$ cat src/rtl/wcenv_pkg.sv
// Shared constants, types and helpers for the waveform column envelope block.
`timescale 1ns / 1ps
package wcenv_pkg;

  localparam int SAMPLE_WIDTH = 16;
  localparam int MAX_COLUMNS  = 4096;

  localparam int WL_W   = 16;
  localparam int HH_W   = 12;
  localparam int COL_W  = 12;
  localparam int TOP_W  = 13;
  localparam int HGT_W  = 14;

  localparam int ABS_W  = SAMPLE_WIDTH + 1;
  localparam int SUM_W  = WL_W + SAMPLE_WIDTH - 1;
  localparam int TOT_W  = SUM_W + 1;
  localparam int PROD_W = HH_W + TOT_W;
  localparam int LOW_W  = SAMPLE_WIDTH - 2;
  localparam int DVD_W  = PROD_W - LOW_W;
  localparam int STEP_W = $clog2(DVD_W);
  localparam int CNT_W  = $clog2(MAX_COLUMNS);

  localparam int CFG_IDX_W = 2;
  localparam logic [CFG_IDX_W-1:0] REG_WINDOW_LENGTH = 2'd0;
  localparam logic [CFG_IDX_W-1:0] REG_HALF_HEIGHT   = 2'd1;
  localparam logic [CFG_IDX_W-1:0] REG_STEREO_MODE   = 2'd2;

  typedef struct packed {
    logic [SUM_W-1:0] lsum;
    logic [TOT_W-1:0] tsum;
    logic [CNT_W-1:0] col;
  } job_t;

  typedef struct packed {
    logic full;
    logic empty;
  } q_stat_t;

  function automatic logic [ABS_W-1:0] abs_sample(input logic [SAMPLE_WIDTH-1:0] s);
    logic [ABS_W-1:0] ext;
    ext = {s[SAMPLE_WIDTH-1], s};
    return s[SAMPLE_WIDTH-1] ? (~ext + 1'b1) : ext;
  endfunction

endpackage

$ cat src/rtl/wcenv_front.sv
// Front end: takes sample words, accumulates window sums, queues window-end jobs.
`timescale 1ns / 1ps
module wcenv_front (
  input  logic                                   clk,
  input  logic                                   rst,
  input  logic                                   in_valid,
  output logic                                   in_stall,
  input  logic signed [wcenv_pkg::SAMPLE_WIDTH-1:0] left_sample,
  input  logic signed [wcenv_pkg::SAMPLE_WIDTH-1:0] right_sample,
  input  logic                                   first_of_clip,
  input  logic [wcenv_pkg::WL_W-1:0]             window_length,
  input  logic                                   stereo_mode,
  input  logic                                   q_full,
  output logic                                   push,
  output wcenv_pkg::job_t                        job
);
  import wcenv_pkg::*;

  logic [SUM_W-1:0] lsum, lsum_next, base_l;
  logic [TOT_W-1:0] tsum, tsum_next, base_t;
  logic [WL_W-1:0]  fill, fill_next, base_f;
  logic [CNT_W-1:0] col, col_base;
  logic [ABS_W-1:0] la, ra;
  logic             accept, win_end;

  assign in_stall = q_full;
  assign accept   = in_valid && !q_full;

  always_comb begin
    la        = abs_sample(left_sample);
    ra        = stereo_mode ? abs_sample(right_sample) : la;
    base_l    = first_of_clip ? '0 : lsum;
    base_t    = first_of_clip ? '0 : tsum;
    base_f    = first_of_clip ? '0 : fill;
    col_base  = first_of_clip ? '0 : col;
    lsum_next = base_l + SUM_W'(la);
    tsum_next = base_t + TOT_W'(la) + TOT_W'(ra);
    fill_next = base_f + 1'b1;
    win_end   = fill_next >= window_length;
  end

  assign push     = accept && win_end;
  assign job.lsum = lsum_next;
  assign job.tsum = tsum_next;
  assign job.col  = col_base;

  always_ff @(posedge clk) begin
    if (rst) begin
      lsum <= '0;
      tsum <= '0;
      fill <= '0;
      col  <= '0;
    end else if (accept) begin
      if (win_end) begin
        lsum <= '0;
        tsum <= '0;
        fill <= '0;
        col  <= (col_base < CNT_W'(MAX_COLUMNS - 1)) ? col_base + 1'b1 : col_base;
      end else begin
        lsum <= lsum_next;
        tsum <= tsum_next;
        fill <= fill_next;
        col  <= col_base;
      end
    end
  end

endmodule

$ cat src/rtl/wcenv_fifo.sv
// Two-entry job queue between front end and back end.
`timescale 1ns / 1ps
module wcenv_fifo (
  input  logic               clk,
  input  logic               rst,
  input  logic               push,
  input  wcenv_pkg::job_t    din,
  input  logic               pop,
  output wcenv_pkg::job_t    dout,
  output wcenv_pkg::q_stat_t stat
);
  import wcenv_pkg::*;

  job_t       mem [2];
  logic       wp, rp;
  logic [1:0] count;

  assign dout       = mem[rp];
  assign stat.full  = count == 2'd2;
  assign stat.empty = count == 2'd0;

  always_ff @(posedge clk) begin
    if (push) begin
      mem[wp] <= din;
    end
  end

  always_ff @(posedge clk) begin
    if (rst) begin
      wp    <= 1'b0;
      rp    <= 1'b0;
      count <= 2'd0;
    end else begin
      if (push) wp <= ~wp;
      if (pop) rp <= ~rp;
      count <= count + 2'(push) - 2'(pop);
    end
  end

endmodule

$ cat src/rtl/wcenv_back.sv
// Back end: scales window sums, divides by window length serially, holds the result word.
`timescale 1ns / 1ps
module wcenv_back (
  input  logic                                clk,
  input  logic                                rst,
  input  logic                                q_empty,
  input  wcenv_pkg::job_t                     job_in,
  output logic                                pop,
  input  logic [wcenv_pkg::WL_W-1:0]          window_length,
  input  logic [wcenv_pkg::HH_W-1:0]          half_height,
  output logic                                out_valid,
  input  logic                                out_stall,
  output logic [wcenv_pkg::COL_W-1:0]         column,
  output logic signed [wcenv_pkg::TOP_W-1:0]  bar_top,
  output logic [wcenv_pkg::HGT_W-1:0]         bar_height
);
  import wcenv_pkg::*;

  localparam logic [2:0] B_IDLE  = 3'd0;
  localparam logic [2:0] B_MUL_L = 3'd1;
  localparam logic [2:0] B_MUL_T = 3'd2;
  localparam logic [2:0] B_DIV   = 3'd3;
  localparam logic [2:0] B_OUT   = 3'd4;

  logic [2:0]        state;
  job_t              job;
  logic [TOT_W-1:0]  mul_a;
  logic [PROD_W-1:0] prod;
  logic [DVD_W-1:0]  dvd_l, dvd_t;
  logic [WL_W-1:0]   rem_l, rem_t, rem_l_next, rem_t_next;
  logic [WL_W:0]     r2_l, r2_t;
  logic              ge_l, ge_t, lo_l, ceil_l, slot_free;
  logic [STEP_W-1:0] step;

  assign pop       = (state == B_IDLE) && !q_empty;
  assign slot_free = !out_valid || !out_stall;
  assign mul_a     = (state == B_MUL_L) ? TOT_W'(job.lsum) : job.tsum;
  assign prod      = PROD_W'(half_height) * PROD_W'(mul_a);

  always_comb begin
    r2_l       = {rem_l, dvd_l[DVD_W-1]};
    r2_t       = {rem_t, dvd_t[DVD_W-1]};
    ge_l       = r2_l >= {1'b0, window_length};
    ge_t       = r2_t >= {1'b0, window_length};
    rem_l_next = ge_l ? WL_W'(r2_l - {1'b0, window_length}) : r2_l[WL_W-1:0];
    rem_t_next = ge_t ? WL_W'(r2_t - {1'b0, window_length}) : r2_t[WL_W-1:0];
    ceil_l     = lo_l || (rem_l != '0);
  end

  always_ff @(posedge clk) begin
    case (state)
      B_IDLE: begin
        if (!q_empty) job <= job_in;
      end
      B_MUL_L: begin
        dvd_l <= prod[PROD_W-1:LOW_W];
        lo_l  <= |prod[LOW_W-1:0];
        rem_l <= '0;
      end
      B_MUL_T: begin
        dvd_t <= prod[PROD_W-1:LOW_W];
        rem_t <= '0;
      end
      B_DIV: begin
        dvd_l <= {dvd_l[DVD_W-2:0], ge_l};
        dvd_t <= {dvd_t[DVD_W-2:0], ge_t};
        rem_l <= rem_l_next;
        rem_t <= rem_t_next;
      end
      B_OUT: begin
        if (slot_free) begin
          column     <= COL_W'(job.col);
          bar_top    <= TOP_W'(half_height) - TOP_W'(dvd_l) - TOP_W'(ceil_l);
          bar_height <= dvd_t[HGT_W-1:0];
        end
      end
      default: begin
      end
    endcase
  end

  always_ff @(posedge clk) begin
    if (rst) begin
      state     <= B_IDLE;
      step      <= '0;
      out_valid <= 1'b0;
    end else begin
      if (state == B_OUT && slot_free) out_valid <= 1'b1;
      else if (!out_stall) out_valid <= 1'b0;
      case (state)
        B_IDLE: begin
          if (!q_empty) state <= B_MUL_L;
        end
        B_MUL_L: state <= B_MUL_T;
        B_MUL_T: begin
          step  <= '0;
          state <= B_DIV;
        end
        B_DIV: begin
          step <= step + 1'b1;
          if (step == STEP_W'(DVD_W - 1)) state <= B_OUT;
        end
        B_OUT: begin
          if (slot_free) state <= B_IDLE;
        end
        default: state <= B_IDLE;
      endcase
    end
  end

endmodule

$ cat src/rtl/waveform_column_envelope.sv
// Top level of the waveform column envelope: config registers, front end, queue, back end.
`timescale 1ns / 1ps
// One stereo sample word is taken per cycle while the two-entry job queue has room; the
// word that closes a window queues a job; the back end takes it through one dispatch state,
// two multiply states, a 30-step restoring divider running both quotients side by side and
// one output state. Windows that outlast a job stream at one word per cycle while out_stall
// is low; shorter ones stall the input once the queue fills. Each result word gives the
// column (saturating), the bar top and the bar height, floored to whole pixels. A
// window_length write of zero stores one; config may be written only while the block is idle.
module waveform_column_envelope (
  input  logic                                     clk,
  input  logic                                     rst,
  input  logic                                     in_valid,
  output logic                                     in_stall,
  input  logic signed [wcenv_pkg::SAMPLE_WIDTH-1:0] left_sample,
  input  logic signed [wcenv_pkg::SAMPLE_WIDTH-1:0] right_sample,
  input  logic                                     first_of_clip,
  output logic                                     out_valid,
  input  logic                                     out_stall,
  output logic [wcenv_pkg::COL_W-1:0]              column,
  output logic signed [wcenv_pkg::TOP_W-1:0]       bar_top,
  output logic [wcenv_pkg::HGT_W-1:0]              bar_height,
  input  logic                                     cfg_valid,
  output logic                                     cfg_ready,
  input  logic [wcenv_pkg::CFG_IDX_W-1:0]          cfg_index,
  input  logic [wcenv_pkg::WL_W-1:0]               cfg_data
);
  import wcenv_pkg::*;

  logic [WL_W-1:0] window_length;
  logic [HH_W-1:0] half_height;
  logic            stereo_mode;
  logic            push, pop;
  job_t            job_in, job_out;
  q_stat_t         q_stat;

  assign cfg_ready = 1'b1;

  always_ff @(posedge clk) begin
    if (rst) begin
      window_length <= WL_W'(1);
      half_height   <= HH_W'(64);
      stereo_mode   <= 1'b1;
    end else if (cfg_valid) begin
      case (cfg_index)
        REG_WINDOW_LENGTH: window_length <= (cfg_data == '0) ? WL_W'(1) : cfg_data;
        REG_HALF_HEIGHT:   half_height   <= cfg_data[HH_W-1:0];
        REG_STEREO_MODE:   stereo_mode   <= cfg_data[0];
        default: begin
        end
      endcase
    end
  end

  wcenv_front u_front (
    .clk           (clk),
    .rst           (rst),
    .in_valid      (in_valid),
    .in_stall      (in_stall),
    .left_sample   (left_sample),
    .right_sample  (right_sample),
    .first_of_clip (first_of_clip),
    .window_length (window_length),
    .stereo_mode   (stereo_mode),
    .q_full        (q_stat.full),
    .push          (push),
    .job           (job_in)
  );

  wcenv_fifo u_fifo (
    .clk  (clk),
    .rst  (rst),
    .push (push),
    .din  (job_in),
    .pop  (pop),
    .dout (job_out),
    .stat (q_stat)
  );

  wcenv_back u_back (
    .clk           (clk),
    .rst           (rst),
    .q_empty       (q_stat.empty),
    .job_in        (job_out),
    .pop           (pop),
    .window_length (window_length),
    .half_height   (half_height),
    .out_valid     (out_valid),
    .out_stall     (out_stall),
    .column        (column),
    .bar_top       (bar_top),
    .bar_height    (bar_height)
  );

  a_out_reset: assert property (@(posedge clk) $past(rst) |-> !out_valid)
    else $error("result word valid right after reset");

  a_q_state: assert property (@(posedge clk) disable iff (rst)
    !(q_stat.full && q_stat.empty))
    else $error("job queue reports full and empty at once");

  a_no_push_full: assert property (@(posedge clk) disable iff (rst)
    q_stat.full |-> !push)
    else $error("job pushed into a full queue");

  a_no_pop_empty: assert property (@(posedge clk) disable iff (rst)
    q_stat.empty |-> !pop)
    else $error("job popped from an empty queue");

endmodule
$ cat config.mk
export PLATFORM = sky130hd
export DESIGN_NAME = waveform_column_envelope
export DESIGN_NICKNAME = d
export VERILOG_FILES = /design/src/rtl/wcenv_pkg.sv /design/src/rtl/wcenv_front.sv /design/src/rtl/wcenv_fifo.sv /design/src/rtl/wcenv_back.sv /design/src/rtl/waveform_column_envelope.sv
export SDC_FILE = /design/constraint.sdc
export NUM_CORES = 2
export LEC_CHECK = 0
export CAP_MARGIN = 30
export CORE_ASPECT_RATIO = 0.7
export CORE_UTILIZATION = 30
export CTS_BUF_LIST = sky130_fd_sc_hd__clkbuf_8
export DETAILED_ROUTE_END_ITERATION = 8
export DONT_BUFFER_PORTS = 1
export GPL_ROUTABILITY_DRIVEN = 1
export GPL_TIMING_DRIVEN = 0
export PLACE_DENSITY_LB_ADDON = 0.05
export SETUP_SLACK_MARGIN = 0.5
export SYNTH_ARGS = -nofsm -noshare
export SYNTH_HDL_FRONTEND = slang
export SYNTH_SLANG_ARGS = --single-unit
$ cat constraint.sdc
create_clock -name clk -period 13.6 [get_ports clk]
set_clock_uncertainty 0.15 [all_clocks]
set_input_delay 1.36 -clock clk [delete_from_list [all_inputs] [get_ports clk]]
set_output_delay 1.36 -clock clk [all_outputs]
set_load 0.005 [all_outputs]
==> summary.md <==
| Metric | Value |
|---|---|
| Status | finished, final reports clean |
| Yosys cell types | 98 |
| Max cap viols | 0 |
| Post-Synthesis Cells | 3785 |
| Std-Cell Rows | 108 |
| CP Max Fanout | 21 |
| Most common cell after layout, fill and taps aside | nand2_1 |
| Synth top area share | 28.6% |
| Die height | 298 µm |
| H-tree Lvls | 3 |
| GPL Wtd Cong | 0.869 |
| WL per Instance | 22.5 µm |
| WP data required | 13880 ps |
| Iter 0 DRT Violations | 2188 |
| Ys async rst share | 0% |
| Fin crit share | 71.6% |
| CP peak stage delay | 710 ps |
| EDFF count, synth | 357 |
| Fmax achieved | 0.103 GHz |
| Initial core utilization | 30.2% |
| Total Nets Final | 4467 |
| Final Hold Vio Count | 0 |
| Vias per inst | 4.92 |
| Clock Path Buffers | 3 |
| CP arrival | 10010 ps |
| P per Cell Area | 189 nW/µm² |
| M2 GR Usage | 26.9% |
| Final setup viols | 0 |
| DRC viols | 0 |
| Layout cells sized above 1 | 8.00% |
| Setup Buffers After CTS | 0 |
| First-pass GRT wire length | 189000 µm |
| Clk sink count | 490 |
| Clock-pin slew of the registers on the worst-case setup and hold paths | 60 ps |
| Worst hold slack | 258 ps |
| Slowest CP cell | nor2b_4 |
| Total Wirelength | 126000 µm |
| Sequential Area | 13400 µm² |
| GR Layer Usage met1 | 32.8% |
| Input/output buffers | 0 |
| Worst slew pin tran | 1030 ps |
| Ys flop type | edfxtp_1 |
| Initial antenna violation count | 5 |
| Count of state elements after synthesis | 490 |
| Largest net degree at the start of global routing | 55 |
| RSZ-0062 raised after global routing | no |
| CTS Buf Count | 89 |
| Die area | 127000 µm² |
| Tot GR Track Use | 20.3% |
| Slew headroom | 29.5% |
| Critical path launch point type | flop |
| TritonCTS clock tree | built |
| Hold Buf Count CTS | 0 |
| Worst Setup Path Type | flop to flop |
| Post-DP HPWL | 101000 µm |
| # fillers | 12864 |
| TNS Setup | 0 ps |
| Most numerous cell on the critical path | fa_1 |
| Worst skew pair latency | 810 ps |
| Routed Antenna Nets | 0 |
| Crit path time final | 9740 ps |
| Post-synthesis sequential area ratio | 35.7% |
| Synth top area cells | edfxtp_1, fa_1, dfxtp_1, ha_1, nand2_1 |
| Routed vias | 27621 |
| Crit end category | flop |
| Area occupied by multi-input gates | 21700 µm² |
| Die Width | 425 µm |
| Vias in the first global route | 27827 |
| Syn_area_per_cell | 9.91 µm² |
| Cell type with the largest total area after synthesis | edfxtp_1 |
| Most used routing layer | met1 |
| Ports | 98 |
| Leakage | 16.7 nW |
| Slew Viols, Final | 0 |
| Peak VDD IR | 0.0000919 V |
| Core area | 124000 µm² |
| Syn-to-layout area delta | 10.9% |
| Clock Root Buffer | clkbuf_8 |
| Initial DRT Pass Iterations | 6 |
| Total grt overflow | 0 |
| Most frequent cells in the layout | nand2_1, inv_1, edfxtp_1 |
| Post-synthesis instance area | 37500 µm² |
| GR met3 Demand/Resource | 3.64% |
| Synth warn | 0 |
| Worst Hold Class | flop to flop |
| Post-CTS sizing | 0 |
[logic make-up (layout without fill, tap and decap cells)]
group           after synthesis  count (layout)  synth area share [%]
compound gates              579             579                  10.4
xor+xnor                    151             151                  3.52
fa+ha+maj                   517             517                  23.7
buf+inv                     635             811                  6.49
flops                       490             490                  35.7
mux                         141             141                  4.17
other cells                   2               7                0.0200
simple gates               1270            1270                  16.0
[layer usage]
layer  routed length [µm]  vias to the layer above  part of all wire, %
met2                47900                      658                   38
met4                 2720                        0                  2.2
li1                     -                    13051                    -
met3                 6730                      122                  5.3
met1                69000                    13790                   55
met5                    0                        -                    0
[worst paths after layout]
path,end,slack (ps),startpoint,cells past startpoint
setup / recovery,u_back.dvd_t[29],3860,u_back.state[2],26
hold / removal,u_back.column[6],260,u_back.job[6],0
setup reg to reg,u_back.dvd_t[29],3860,u_back.state[2],26
hold reg to reg,u_back.column[6],260,u_back.job[6],0
[area by class of cell]
type                       count  share of cell area [%]
timing repair buffer          16                   0.680
clock buffer                  91                    3.01
multi-input combinational   2662                    52.3
sequential                   490                    32.2
buffer                       184                    1.78
clock inverter                69                    1.06
tap                         1650                    4.96
antenna                        3                  0.0180
inverter                     451                    4.07
[flip-flops by register name (all words and copies together), names as in the netlist, 2 cells and up]
signal             cells
half_height           12
u_back.bar_height     14
u_back.bar_top        13
u_back.column         12
u_back.dvd_l          30
u_back.dvd_t          30
u_back.job            75
u_back.rem_l          16
u_back.rem_t          16
u_back.state           3
u_back.step            5
u_fifo.count           2
u_fifo.mem           150
u_front.col           12
u_front.fill          16
u_front.lsum          31
u_front.tsum          32
window_length         16
[metrics by stage]
stage	instances	setup WS (ps)	instance area, µm²	util [%]	power [mW]
after floorplan	3787	4450	37500	-	5.01
after global placement	5437	-465	39600	31.9	6.52
after detailed placement	5452	3860	39900	32.2	6.49
after CTS	5612	3860	41600	33.5	7.96
after global routing	5616	3470	41600	33.5	8.55
final	5616	3860	41600	33.5	7.87
[report_power, final]
part	internal, mW	switching (mW)
sequential	2.11	0.122
combinational	1.43	2.80
clock	0.719	0.693
total	4.26	3.61
[critical path, delay by kind of cell, from the launching register on]
kind	cells	cell delay, ps
buf+inv	8	1910
fa+ha+maj	6	2940
compound gates	4	1650
flops	1	300
mux	1	270
simple gates	7	2140
[Yosys cell counts, drive strengths merged (31+ instances only)]
| master | number |
|---|---|
| a21o | 37 |
| a21oi | 170 |
| a22oi | 39 |
| and2 | 110 |
| clkbuf | 160 |
| dfxtp | 133 |
| edfxtp | 357 |
| fa | 323 |
| ha | 194 |
| inv | 451 |
| mux2 | 121 |
| nand2 | 557 |
| nand2b | 35 |
| nand3 | 74 |
| nand4 | 31 |
| nor2 | 199 |
| nor2b | 84 |
| nor3 | 46 |
| o21ai | 92 |
| xnor2 | 99 |
| xor2 | 52 |
(Power assumes the default switching activity.)
